[src/rtl/core/thle_pkg.sv]
// Shared types, constants and helper functions of the Tektronix hex line encoder.
package thle_pkg;

    // Default depth of the job queue between front and back
    localparam int QUEUE_DEPTH_DEF = 2;

    // Record type codes
    localparam logic [2:0] REC_HEADER = 3'd0;
    localparam logic [2:0] REC_DATA   = 3'd1;
    localparam logic [2:0] REC_COUNT  = 3'd2;
    localparam logic [2:0] REC_START  = 3'd3;

    // Error codes
    localparam logic [1:0] ERR_NONE       = 2'd0;
    localparam logic [1:0] ERR_DATA_ADDR  = 2'd1;
    localparam logic [1:0] ERR_START_ADDR = 2'd2;
    localparam logic [1:0] ERR_TYPE       = 2'd3;

    // Highest end address of a data record, plus one
    localparam logic [32:0] ADDR_LIMIT = 33'd65536;

    // ASCII characters
    localparam logic [6:0] CHAR_SLASH   = 7'h2F;
    localparam logic [6:0] CHAR_NEWLINE = 7'h0A;
    localparam logic [6:0] CHAR_NONE    = 7'h00;

    // Character positions within one line
    localparam logic [3:0] STEP_SLASH   = 4'd0;
    localparam logic [3:0] STEP_ADDR_3  = 4'd1;
    localparam logic [3:0] STEP_ADDR_2  = 4'd2;
    localparam logic [3:0] STEP_ADDR_1  = 4'd3;
    localparam logic [3:0] STEP_ADDR_0  = 4'd4;
    localparam logic [3:0] STEP_LEN_HI  = 4'd5;
    localparam logic [3:0] STEP_LEN_LO  = 4'd6;
    localparam logic [3:0] STEP_HSUM_HI = 4'd7;
    localparam logic [3:0] STEP_HSUM_LO = 4'd8;
    localparam logic [3:0] STEP_DATA_HI = 4'd9;
    localparam logic [3:0] STEP_DATA_LO = 4'd10;
    localparam logic [3:0] STEP_CSUM_HI = 4'd11;
    localparam logic [3:0] STEP_CSUM_LO = 4'd12;
    localparam logic [3:0] STEP_NEWLINE = 4'd13;

    // One classified item, as handed from front to back
    typedef struct packed {
        logic        is_error;
        logic [1:0]  error_code;
        logic        has_header;
        logic [15:0] addr;
        logic [7:0]  len;
        logic [7:0]  hsum;
        logic        has_data;
        logic [7:0]  data;
        logic        has_close;
        logic        has_newline;
        logic [7:0]  csum;
    } thle_job_t;

    // Uppercase hex digit of one nibble
    function automatic logic [6:0] hex_char(input logic [3:0] nib);
        logic [6:0] wide;
        begin
            wide = {3'b000, nib};
            if (nib < 4'd10)
            begin
                hex_char = 7'h30 + wide;
            end
            else
            begin
                hex_char = 7'h37 + wide;
            end
        end
    endfunction

    // Sum of the two nibbles of a byte
    function automatic logic [7:0] nib_sum(input logic [7:0] b);
        begin
            nib_sum = {4'b0000, b[7:4]} + {4'b0000, b[3:0]};
        end
    endfunction

endpackage

[src/rtl/core/thle_front.sv]
// Front part: accepts records, tracks the open record and classifies each item into a job.
module thle_front
    import thle_pkg::*;
(
    input  logic        clk,
    input  logic        rst_n,
    input  logic        cfg_write_en,
    input  logic        cfg_write_data,
    input  logic        in_valid,
    output logic        in_stall,
    input  logic [2:0]  record_type,
    input  logic [31:0] address,
    input  logic [7:0]  record_length,
    input  logic [7:0]  data_byte,
    input  logic        queue_full,
    output logic        push,
    output thle_job_t   push_job
);

    logic       suppress_reg;
    logic [7:0] bytes_left_reg;
    logic [7:0] bytes_left_next;
    logic [7:0] nibble_sum_reg;
    logic [7:0] nibble_sum_next;

    logic        accept;
    logic        produce;
    logic [32:0] end_addr;
    logic [7:0]  byte_sum;
    logic [7:0]  run_sum;
    logic [7:0]  head_sum;
    thle_job_t   job;

    assign in_stall = queue_full;
    assign accept   = in_valid && !in_stall;
    assign push     = accept && produce;
    assign push_job = job;

    assign end_addr = {1'b0, address} + {25'd0, record_length};
    assign byte_sum = nib_sum(data_byte);
    assign run_sum  = nibble_sum_reg + byte_sum;
    assign head_sum = nib_sum(address[15:8]) + nib_sum(address[7:0]) + nib_sum(record_length);

    // Classify the item and work out the record state after it
    always_comb
    begin
        bytes_left_next = bytes_left_reg;
        nibble_sum_next = nibble_sum_reg;
        produce         = 1'b0;
        job             = '0;
        job.addr        = address[15:0];
        job.data        = data_byte;
        job.error_code  = ERR_NONE;
        if ((bytes_left_reg != 8'd0) && (record_type == REC_DATA))
        begin
            // Continue the open record
            produce         = 1'b1;
            job.has_data    = 1'b1;
            bytes_left_next = bytes_left_reg - 8'd1;
            nibble_sum_next = run_sum;
            if (bytes_left_reg == 8'd1)
            begin
                job.has_close   = 1'b1;
                job.has_newline = 1'b1;
                job.csum        = run_sum;
                nibble_sum_next = 8'd0;
            end
        end
        else
        begin
            // Drop any open record and start fresh
            bytes_left_next = 8'd0;
            nibble_sum_next = 8'd0;
            case (record_type)
                REC_HEADER, REC_COUNT:
                begin
                    produce = 1'b0;
                end
                REC_DATA:
                begin
                    if (record_length == 8'd0)
                    begin
                        produce = 1'b0;
                    end
                    else if (end_addr > ADDR_LIMIT)
                    begin
                        produce        = 1'b1;
                        job.is_error   = 1'b1;
                        job.error_code = ERR_DATA_ADDR;
                    end
                    else
                    begin
                        produce         = 1'b1;
                        job.has_header  = 1'b1;
                        job.len         = record_length;
                        job.hsum        = head_sum;
                        job.has_data    = 1'b1;
                        bytes_left_next = record_length - 8'd1;
                        nibble_sum_next = byte_sum;
                        if (record_length == 8'd1)
                        begin
                            job.has_close   = 1'b1;
                            job.has_newline = 1'b1;
                            job.csum        = byte_sum;
                            nibble_sum_next = 8'd0;
                        end
                    end
                end
                REC_START:
                begin
                    if (suppress_reg)
                    begin
                        produce = 1'b0;
                    end
                    else if (address[31:16] != 16'd0)
                    begin
                        produce        = 1'b1;
                        job.is_error   = 1'b1;
                        job.error_code = ERR_START_ADDR;
                    end
                    else
                    begin
                        produce         = 1'b1;
                        job.has_header  = 1'b1;
                        job.len         = 8'd0;
                        job.hsum        = nib_sum(address[15:8]) + nib_sum(address[7:0]);
                        job.has_newline = 1'b1;
                    end
                end
                default:
                begin
                    produce        = 1'b1;
                    job.is_error   = 1'b1;
                    job.error_code = ERR_TYPE;
                end
            endcase
        end
    end

    // Hold configuration and record state
    always_ff @(posedge clk or negedge rst_n)
    begin
        if (!rst_n)
        begin
            suppress_reg   <= 1'b0;
            bytes_left_reg <= 8'd0;
            nibble_sum_reg <= 8'd0;
        end
        else
        begin
            if (cfg_write_en)
            begin
                suppress_reg <= cfg_write_data;
            end
            if (accept)
            begin
                bytes_left_reg <= bytes_left_next;
                nibble_sum_reg <= nibble_sum_next;
            end
        end
    end

endmodule

[src/rtl/core/thle_queue.sv]
// Short job queue between the front and back parts.
module thle_queue
    import thle_pkg::*;
#(
    parameter int DEPTH = QUEUE_DEPTH_DEF
)
(
    input  logic      clk,
    input  logic      rst_n,
    input  logic      push,
    input  thle_job_t push_job,
    input  logic      pop,
    output logic      full,
    output logic      head_valid,
    output thle_job_t head_job
);

    localparam int PTR_W = (DEPTH > 1) ? $clog2(DEPTH) : 1;
    localparam int CNT_W = $clog2(DEPTH + 1);
    localparam logic [PTR_W-1:0] PTR_LAST = PTR_W'(DEPTH - 1);
    localparam logic [CNT_W-1:0] CNT_FULL = CNT_W'(DEPTH);

    thle_job_t        entry_reg [DEPTH];
    logic [PTR_W-1:0] wr_ptr_reg;
    logic [PTR_W-1:0] rd_ptr_reg;
    logic [CNT_W-1:0] count_reg;
    logic             do_push;
    logic             do_pop;

    assign full       = (count_reg == CNT_FULL);
    assign head_valid = (count_reg != '0);
    assign head_job   = entry_reg[rd_ptr_reg];
    assign do_push    = push && !full;
    assign do_pop     = pop && head_valid;

    // Store the pushed job
    always_ff @(posedge clk)
    begin
        if (do_push)
        begin
            entry_reg[wr_ptr_reg] <= push_job;
        end
    end

    // Advance pointers and count
    always_ff @(posedge clk or negedge rst_n)
    begin
        if (!rst_n)
        begin
            wr_ptr_reg <= '0;
            rd_ptr_reg <= '0;
            count_reg  <= '0;
        end
        else
        begin
            if (do_push)
            begin
                wr_ptr_reg <= (wr_ptr_reg == PTR_LAST) ? '0 : wr_ptr_reg + 1'b1;
            end
            if (do_pop)
            begin
                rd_ptr_reg <= (rd_ptr_reg == PTR_LAST) ? '0 : rd_ptr_reg + 1'b1;
            end
            if (do_push && !do_pop)
            begin
                count_reg <= count_reg + 1'b1;
            end
            else if (do_pop && !do_push)
            begin
                count_reg <= count_reg - 1'b1;
            end
        end
    end

endmodule

[src/rtl/core/thle_back.sv]
// Back part: walks each job one character per cycle into the output register while out_stall is low.
module thle_back
    import thle_pkg::*;
(
    input  logic       clk,
    input  logic       rst_n,
    input  logic       head_valid,
    input  thle_job_t  head_job,
    output logic       pop,
    output logic       out_valid,
    input  logic       out_stall,
    output logic [6:0] text_char,
    output logic       last_of_run,
    output logic [1:0] error_code
);

    logic       started_reg;
    logic [3:0] step_reg;
    logic       out_valid_reg;
    logic [6:0] text_char_reg;
    logic       last_reg;
    logic [1:0] error_code_reg;

    logic       load;
    logic [3:0] cur;
    logic [3:0] step_next;
    logic       job_done;
    logic [3:0] nib;
    logic [6:0] char_next;

    assign out_valid   = out_valid_reg;
    assign text_char   = text_char_reg;
    assign last_of_run = last_reg;
    assign error_code  = error_code_reg;

    assign load = head_valid && (!out_valid_reg || !out_stall);
    assign pop  = load && job_done;

    // Pick the current position within the head job
    always_comb
    begin
        if (started_reg)
        begin
            cur = step_reg;
        end
        else if (head_job.has_header)
        begin
            cur = STEP_SLASH;
        end
        else
        begin
            cur = STEP_DATA_HI;
        end
    end

    // Find the next position, skipping parts the job lacks
    always_comb
    begin
        step_next = cur + 4'd1;
        job_done  = 1'b0;
        if (head_job.is_error)
        begin
            job_done = 1'b1;
        end
        else
        begin
            case (cur)
                STEP_HSUM_LO:
                begin
                    if (head_job.has_data)
                    begin
                        step_next = STEP_DATA_HI;
                    end
                    else if (head_job.has_newline)
                    begin
                        step_next = STEP_NEWLINE;
                    end
                    else
                    begin
                        job_done = 1'b1;
                    end
                end
                STEP_DATA_LO:
                begin
                    if (head_job.has_close)
                    begin
                        step_next = STEP_CSUM_HI;
                    end
                    else
                    begin
                        job_done = 1'b1;
                    end
                end
                STEP_CSUM_LO:
                begin
                    step_next = STEP_NEWLINE;
                end
                STEP_NEWLINE:
                begin
                    job_done = 1'b1;
                end
                default:
                begin
                    step_next = cur + 4'd1;
                end
            endcase
        end
    end

    // Select the nibble shown at the current position
    always_comb
    begin
        case (cur)
            STEP_ADDR_3:  nib = head_job.addr[15:12];
            STEP_ADDR_2:  nib = head_job.addr[11:8];
            STEP_ADDR_1:  nib = head_job.addr[7:4];
            STEP_ADDR_0:  nib = head_job.addr[3:0];
            STEP_LEN_HI:  nib = head_job.len[7:4];
            STEP_LEN_LO:  nib = head_job.len[3:0];
            STEP_HSUM_HI: nib = head_job.hsum[7:4];
            STEP_HSUM_LO: nib = head_job.hsum[3:0];
            STEP_DATA_HI: nib = head_job.data[7:4];
            STEP_DATA_LO: nib = head_job.data[3:0];
            STEP_CSUM_HI: nib = head_job.csum[7:4];
            STEP_CSUM_LO: nib = head_job.csum[3:0];
            default:      nib = 4'd0;
        endcase
    end

    // Form the character
    always_comb
    begin
        if (head_job.is_error)
        begin
            char_next = CHAR_NONE;
        end
        else if (cur == STEP_SLASH)
        begin
            char_next = CHAR_SLASH;
        end
        else if (cur == STEP_NEWLINE)
        begin
            char_next = CHAR_NEWLINE;
        end
        else
        begin
            char_next = hex_char(nib);
        end
    end

    // Advance the position within the job
    always_ff @(posedge clk or negedge rst_n)
    begin
        if (!rst_n)
        begin
            started_reg   <= 1'b0;
            step_reg      <= STEP_SLASH;
            out_valid_reg <= 1'b0;
        end
        else
        begin
            if (load)
            begin
                started_reg <= !job_done;
                step_reg    <= step_next;
            end
            if (load)
            begin
                out_valid_reg <= 1'b1;
            end
            else if (!out_stall)
            begin
                out_valid_reg <= 1'b0;
            end
        end
    end

    // Hold the character until it is transferred
    always_ff @(posedge clk)
    begin
        if (load)
        begin
            text_char_reg  <= char_next;
            last_reg       <= job_done;
            error_code_reg <= head_job.is_error ? head_job.error_code : ERR_NONE;
        end
    end

endmodule

[src/rtl/core/tektronix_hex_line_encoder.sv]
// Idle back part: an item is stored in the queue, then its first character in the output register.
// Throughput: one character per cycle when unstalled, set by the single character output register.
// A data byte is two characters; the first byte adds the header, the last the checksum and newline.
// An item is taken every cycle while the job queue has room.
// Reset (rst_n, asynchronous): no record open, checksum zero, queue empty,
// start-address lines enabled.
module tektronix_hex_line_encoder
    import thle_pkg::*;
#(
    parameter int QUEUE_DEPTH = QUEUE_DEPTH_DEF
)
(
    input  logic        clk,
    input  logic        rst_n,
    input  logic        cfg_write_en,
    input  logic        cfg_write_data,
    input  logic        in_valid,
    output logic        in_stall,
    input  logic [2:0]  record_type,
    input  logic [31:0] address,
    input  logic [7:0]  record_length,
    input  logic [7:0]  data_byte,
    output logic        out_valid,
    input  logic        out_stall,
    output logic [6:0]  text_char,
    output logic        last_of_run,
    output logic [1:0]  error_code
);

    logic      queue_full;
    logic      push;
    thle_job_t push_job;
    logic      pop;
    logic      head_valid;
    thle_job_t head_job;

    // Accept and classify items
    thle_front u_front
    (
        .clk            (clk),
        .rst_n          (rst_n),
        .cfg_write_en   (cfg_write_en),
        .cfg_write_data (cfg_write_data),
        .in_valid       (in_valid),
        .in_stall       (in_stall),
        .record_type    (record_type),
        .address        (address),
        .record_length  (record_length),
        .data_byte      (data_byte),
        .queue_full     (queue_full),
        .push           (push),
        .push_job       (push_job)
    );

    // Buffer jobs between the two sides
    thle_queue #(
        .DEPTH (QUEUE_DEPTH)
    ) u_queue
    (
        .clk        (clk),
        .rst_n      (rst_n),
        .push       (push),
        .push_job   (push_job),
        .pop        (pop),
        .full       (queue_full),
        .head_valid (head_valid),
        .head_job   (head_job)
    );

    // Emit characters
    thle_back u_back
    (
        .clk         (clk),
        .rst_n       (rst_n),
        .head_valid  (head_valid),
        .head_job    (head_job),
        .pop         (pop),
        .out_valid   (out_valid),
        .out_stall   (out_stall),
        .text_char   (text_char),
        .last_of_run (last_of_run),
        .error_code  (error_code)
    );

endmodule
[config.mk]
export PLATFORM = sky130hd
export DESIGN_NAME = tektronix_hex_line_encoder
export DESIGN_NICKNAME = d
export VERILOG_FILES = /design/src/rtl/core/thle_pkg.sv /design/src/rtl/core/thle_front.sv /design/src/rtl/core/thle_queue.sv /design/src/rtl/core/thle_back.sv /design/src/rtl/core/tektronix_hex_line_encoder.sv
export SDC_FILE = /design/constraint.sdc
export NUM_CORES = 1
export LEC_CHECK = 0
export BUFFER_PORTS_ARGS = -buffer_cell sky130_fd_sc_hd__buf_4
export CORE_UTILIZATION = 56
export CTS_CLUSTER_SIZE = 40
export DETAILED_ROUTE_END_ITERATION = 12
export PLACE_DENSITY_LB_ADDON = 0.15
export SYNTH_ARGS = -nofsm -noshare
export SYNTH_HDL_FRONTEND = slang
export SYNTH_HIERARCHICAL = 1
export SYNTH_SLANG_ARGS = --single-unit
[constraint.sdc]
create_clock -name clk -period 6.1 [get_ports clk]
set_input_delay 0.915 -clock clk [delete_from_list [all_inputs] [get_ports clk]]
set_output_delay 0.915 -clock clk [all_outputs]
set_load 0.01 [all_outputs]
## Yosys cells after proc, flatten, opt, wreduce, memory -nomap -nowiden

Memories as Yosys holds them, arrays and structs flattened.
Cells that the tools add are included.

| word-level totals | value |
|---|---|
| register bits after elaboration | 37 |
| bits in latches | 0 |
| RAM bits | 110 |
| memory bits (read-only) | 0 |
| output and inout bits | 12 |
| logic and storage cells | 142 |
| memories | 1 |

| operators by class | value |
|---|---|
| add/subtract/negate cells | 17 |
| multipliers | 0 |
| divide/modulo/power cells | 0 |
| magnitude comparators | 2 |
| eq/ne operators | 20 |
| shifts and indexed selects | 0 |
| multiplexer cells | 64 |
| bitwise gates (word level) | 0 |
| reduce and logical (&&, ||, !) cells | 25 |

Memory list:

| memory | depth | width | rd ports | clocked after Yosys merged registers in | wr ports | line | source |
|---|---|---|---|---|---|---|---|
| u_queue.entry_reg | 2 | 55 | 1 | 0 | 1 | thle_queue.sv:23 | `thle_job_t entry_reg [DEPTH];` |

Operators by type and width:

| cell | number |
|---|---|
| $mux 8 | 12 |
| $mux 10 | 5 |
| $pmux 4 s12 | 1 |
| $mux 4 | 9 |
| $mux 17 | 2 |
| $add 32x8->33 | 1 |
| $gt 33x17->1 const B | 1 |
| $mux 16 | 2 |
| $pmux 16 s2 | 1 |
| $add 8x8->8 | 3 |
| $eq 4x4->1 const B | 6 |
| $add 4x4->5 | 4 |
| $mux 1 | 19 |
| $eq 4x3->1 const B | 4 |
| $eq 8x1->1 const B | 2 |
| $reduce_bool 16->1 | 1 |
| $sub 8x1->8 const B | 2 |
| $add 6x4->7 const A | 2 |
| $mux 6 | 2 |
| $pmux 4 s3 | 1 |
| $logic_and 1x1->1 | 9 |
| $pmux 3 s3 | 1 |
| $eq 4x2->1 const B | 2 |
| $logic_not 8->1 | 1 |
| other kinds (23) | 35 |

## Longest topological paths before layout

An unclocked memory read counts as a cell.

| depth | value |
|---|---|
| depth in word-level cells | 11 |
| mapped depth | 17 |
| depth with buffers taken out | 14 |

## By module

The synthesis kept the hierarchy.

Modules (own cells, without submodules):

| module | times used | cells an instance | area an instance (um^2) | sequential area each (um^2) |
|---|---|---|---|---|
| thle_queue | 1 | 190 | 4334.2 | 3403.3 |
| thle_front | 1 | 461 | 3597.2 | 425.4 |
| thle_back | 1 | 153 | 1386.3 | 450.4 |

## Least setup slack after synthesis

OpenSTA, ideal clock, no wires.

| path | value |
|---|---|
| path kind | input to register |
| start | in record_type[2] |
| end | mem u_queue/entry_reg[0][0] (netlist bit), enable pin |
| arrival time | 4.180 ns |
| data required time | 5.632 ns |
| slack | 1.453 ns |
| stages | 7 |
| path buffers | 1 |
| cell sequence | nand2b_1 nor2_1 nand2_1 clkbuf_1 a31oi_1 nand2_1 nor2_1 |

| on the way | value |
|---|---|
| cells in the longest elaborated chain, start to end | 8 |
| elaborated cells between the ends (all ways) | 12 |

Ends and longest elaborated chain:

| element | line | source |
|---|---|---|
| start, declared | tektronix_hex_line_encoder.sv:19 | `input logic [2:0] record_type,` |
| $eq 3x2->1 or $logic_not 3->1 (tied branches) | thle_front.sv:74 | `case (record_type)` |
| $reduce_or 2->1 | thle_front.sv:74 |  |
| $pmux 1 s3 | thle_front.sv:74 |  |
| $mux 1 (*) | thle_front.sv:54 | `if ((bytes_left_reg != 8'd0) && (record_type == REC_DATA))` |
| $logic_and 1x1->1 (*) | thle_front.sv:36 | `assign push = accept && produce;` |
| net push | tektronix_hex_line_encoder.sv:31 | `logic push;` |
| $logic_and 1x1->1 (*) | thle_queue.sv:33 | `assign do_push = push && !full;` |
| $mux 1 (*) | thle_queue.sv:39 | `if (do_push)` |
| $mux 1 (not written as such) (*) | thle_queue.sv:41 | `entry_reg[wr_ptr_reg] <= push_job;` |
| end, declared | thle_queue.sv:23 |  |

Mark *: on every way through the listed nets, which the timed path passes. The rest lies on a longest branch.

==> run_results.csv <==
group,metric,value,unit
power_and_ir_drop,pwr-share-comb,0.419,
worst_setup_path,worst_setup_path_start_kind,"input pin",
synthesis,synth-seq-area-share,0.4592,
cells_and_area,num-fill-cells,1223,
global_route,antenna_found_initial,0,
power_and_ir_drop,swShare,0.3596,
worst_setup_path,crit_arrival,4.59,ns
sta,setup_viol,0,
floorplan,die_h,131.0,um
routing,wl_per_cell,20.31,um
power_and_ir_drop,pwr-share-seq,0.346,
floorplan,die_area,17160,um^2
global_route,grt_pass1_wl,33640,um
floorplan,io_pins,69,
power_and_ir_drop,intPower,2652,uW
clocking,postCtsSetupRepairBufs,0,
power_and_ir_drop,cellLeakagePower,0.004175,uW
routing,wirelength,21730,um
clocking,numCtsBuffers,17,
sta,slew_viol_final,0,
synthesis,postSynthCellCount,804,
global_route,grt_pass1_vias,6396,
synthesis,ys_ff_latch,147,
sta,worst_pin_slew,1.069,ns
synthesis,ys.flop_type,"edfxtp_1",
cells_and_area,drive_above_1_share,0.2096,
synthesis,postSynth.asyncResetShare,0.1837,
power_and_ir_drop,ir_drop,0.2608,mV
place,hpwl,15820,um
routing,drt_pass1_iterations,5,
global_route,grt_usage,0.2653,
routing,drc,0,
clocking,ctsResizeCount,0,
floorplan,die_w,131.0,um
sta,fin_crit_sh,0.7255,
power_and_ir_drop,powerDensity,401.7,nW/um^2
clocking,path_clk_slew,0.06,ns
run,drv_cap,0,
place,portBuffers,68,
clocking,clock-sinks,147,
routing,antenna_left,0,
place,gp_congestion,0.8923,
routing,drtIter0Drc,697,
cells_and_area,finalCoreUtilization,0.6420,
floorplan,start_util,0.5803,
sta,tns,0,ns
clocking,clk_path_buf_depth,2,
floorplan,fp-row-count,46,
worst_setup_path,end_kind,"flop",
sta,fmax,0.2260,GHz
sta,slew_headroom,0.2876,
outcome,status,"completed",
worst_setup_path,cp.required,6.26,ns
routing,avgViaCountPerCell,6.229,
synthesis,avgSynthCellArea,11.59,um^2
floorplan,core-area,16060,um^2
synthesis,syn_area,9318,um^2
synthesis,ys_types,78,
synthesis,yosysWarnings,6,
worst_setup_path,path_class,"input pin to flop",
hold_path,min_path_type,"input pin to async pin",
clocking,cts_tree,"built",
sta,rsz0062_at_grt,"no",
clocking,cts_root_buffer,"clkbuf_16",
clocking,htreeDepth,4,
global_route,grt.overflow.total,0,
sta,period_minus_slack,4.425,ns
synthesis,syn_nets,915,
cells_and_area,antennaDiodeCount,0,
worst_setup_path,cp_max_fo,6,
cells_and_area,largest_register_ffs,110,
cells_and_area,area_growth,10.65,%
routing,vias,6665,
global_route,grt_max_degree,53,
sta,finClkSkew,0.01192,ns
synthesis,synth-edff-count,120,
clocking,clk_latency,0.42,ns
cells_and_area,nets,952,
power_and_ir_drop,power_switching,1489,uW
sta,finalHoldViolCount,0,
power_and_ir_drop,clock_power_share,0.235,
clocking,cts_hold_buffers,0,
[area by class of cell]
cell class	count	area [um^2]	area share
Clock inverter	12	105.1	0.01019
Tap cell	216	270.3	0.02621
Timing Repair Buffer	71	533.0	0.05170
Clock buffer	20	446.7	0.04333
Sequential cell	147	4280	0.4152
Inverter	43	161.4	0.01566
Multi-Input combinational cell	561	4513	0.4377
[synth_stat cells, types with 7 or more instances]
master	count	share of area
a211oi_1	7	0.0056
a21o_1	16	0.013
a21oi_1	36	0.019
a222oi_1	7	0.0075
a22o_1	13	0.012
a22oi_1	8	0.0064
and2_1	20	0.013
and3_1	10	0.0067
buf_2	10	0.0054
buf_4	27	0.022
buf_6	8	0.0097
clkbuf_1	8	0.0032
dfrtp_1	27	0.073
edfxtp_1	120	0.39
fa_1	16	0.034
ha_1	38	0.051
inv_1	43	0.017
mux2_2	18	0.022
mux2_4	40	0.064
nand2_1	51	0.021
nand3_1	14	0.0075
nand3b_1	7	0.0056
nand4_1	15	0.010
nor2_1	41	0.017
nor2b_1	7	0.0047
nor3_1	16	0.0086
o21ai_0	22	0.012
o21ai_1	8	0.0043
o22ai_1	7	0.0047
o31ai_1	9	0.0073
xnor2_1	17	0.016
xor2_1	19	0.018
[cells in the final DEF, fill, tap and decap left out, types with 16 or more instances in the layout]
master	count
fa_1	16
dfrtp_1	26
nor2_1	40
clkbuf_16	17
and2_1	20
edfxtp_1	120
buf_4	71
nand2_1	51
mux2_2	18
ha_1	38
mux2_4	40
a21o_1	16
xor2_1	19
xnor2_1	17
inv_1	43
nor3_1	16
o21ai_0	22
a21oi_1	36
[power by group through the flow]
| stage | logic, uW | registers [uW] | clock network [uW] |
|---|---|---|---|
| 6_report | 1730 | 1430 | 974 |
| 5_1_grt | 1880 | 1460 | 1030 |
| 4_1_cts | 1720 | 1430 | 987 |
| 3_5_place_dp | 1710 | 1450 | 0 |
| 3_3_place_gp | 1660 | 1440 | 0 |
| 2_1_floorplan | 1340 | 1430 | 0 |
[metrics by stage]
stage / worst slack (ns) / instances / area [um^2] / hold WS, ns / total power, uW
after floorplan: 1.453 / 804 / 9318 / 0.4559 / 2770
after global placement: 1.400 / 1038 / 9758 / 0.4717 / 3102
after detailed placement: 1.303 / 1038 / 9758 / 0.4884 / 3159
after CTS: 1.742 / 1070 / 10310 / 0.4171 / 4139
after global routing: 1.559 / 1070 / 10310 / 0.4371 / 4368
final: 1.675 / 1070 / 10310 / 0.4240 / 4141
[worst max-delay path: stages]
cell	delay, ns
buf_4	0.13
inv_1	0.13
fa_1	0.46
fa_1	0.51
inv_1	0.05
ha_1	0.22
fa_1	0.40
xor2_1	0.26
fa_1	0.48
ha_1	0.36
a21o_1	0.20
a21oi_1	0.17
xor2_1	0.09
a22o_1	0.20
[per-layer routing]
layer	wire length [um]	up-vias	track usage
li1	-	3084	-
met1	9716	3290	0.3705
met2	10430	263	0.4261
met3	1295	28	0.04601
met4	283	0	0.07573
met5	0	-	0
[worst paths after layout]
check | startpoint | end | slack, ns | cells after the start
max | address[9] | u_queue/entry_reg[1][24] | 1.67 | 14
min | rst_n | u_front/nibble_sum_reg[7] | 0.42 | 1
max reg2reg | u_queue/count_reg[0] | u_queue/entry_reg[0][35] | 2.30 | 7
min reg2reg | u_back/out_valid | u_back/out_valid | 0.50 | 2
max in group asynchronous | rst_n | u_queue/rd_ptr_reg | 5.37 | 1
min in group clk | u_back/out_valid | u_back/out_valid | 0.50 | 2
[cells by family after synthesis]
family,after synthesis,synth area share
xor+xnor,36,0.03384
compound gates,186,0.1461
simple gates,220,0.1250
mux,64,0.09265
buf+inv,96,0.05734
other cells,1,0.0004025
fa+ha+maj,54,0.08540
flops,147,0.4592
No activity file was read; power rests on OpenSTA's default activity.
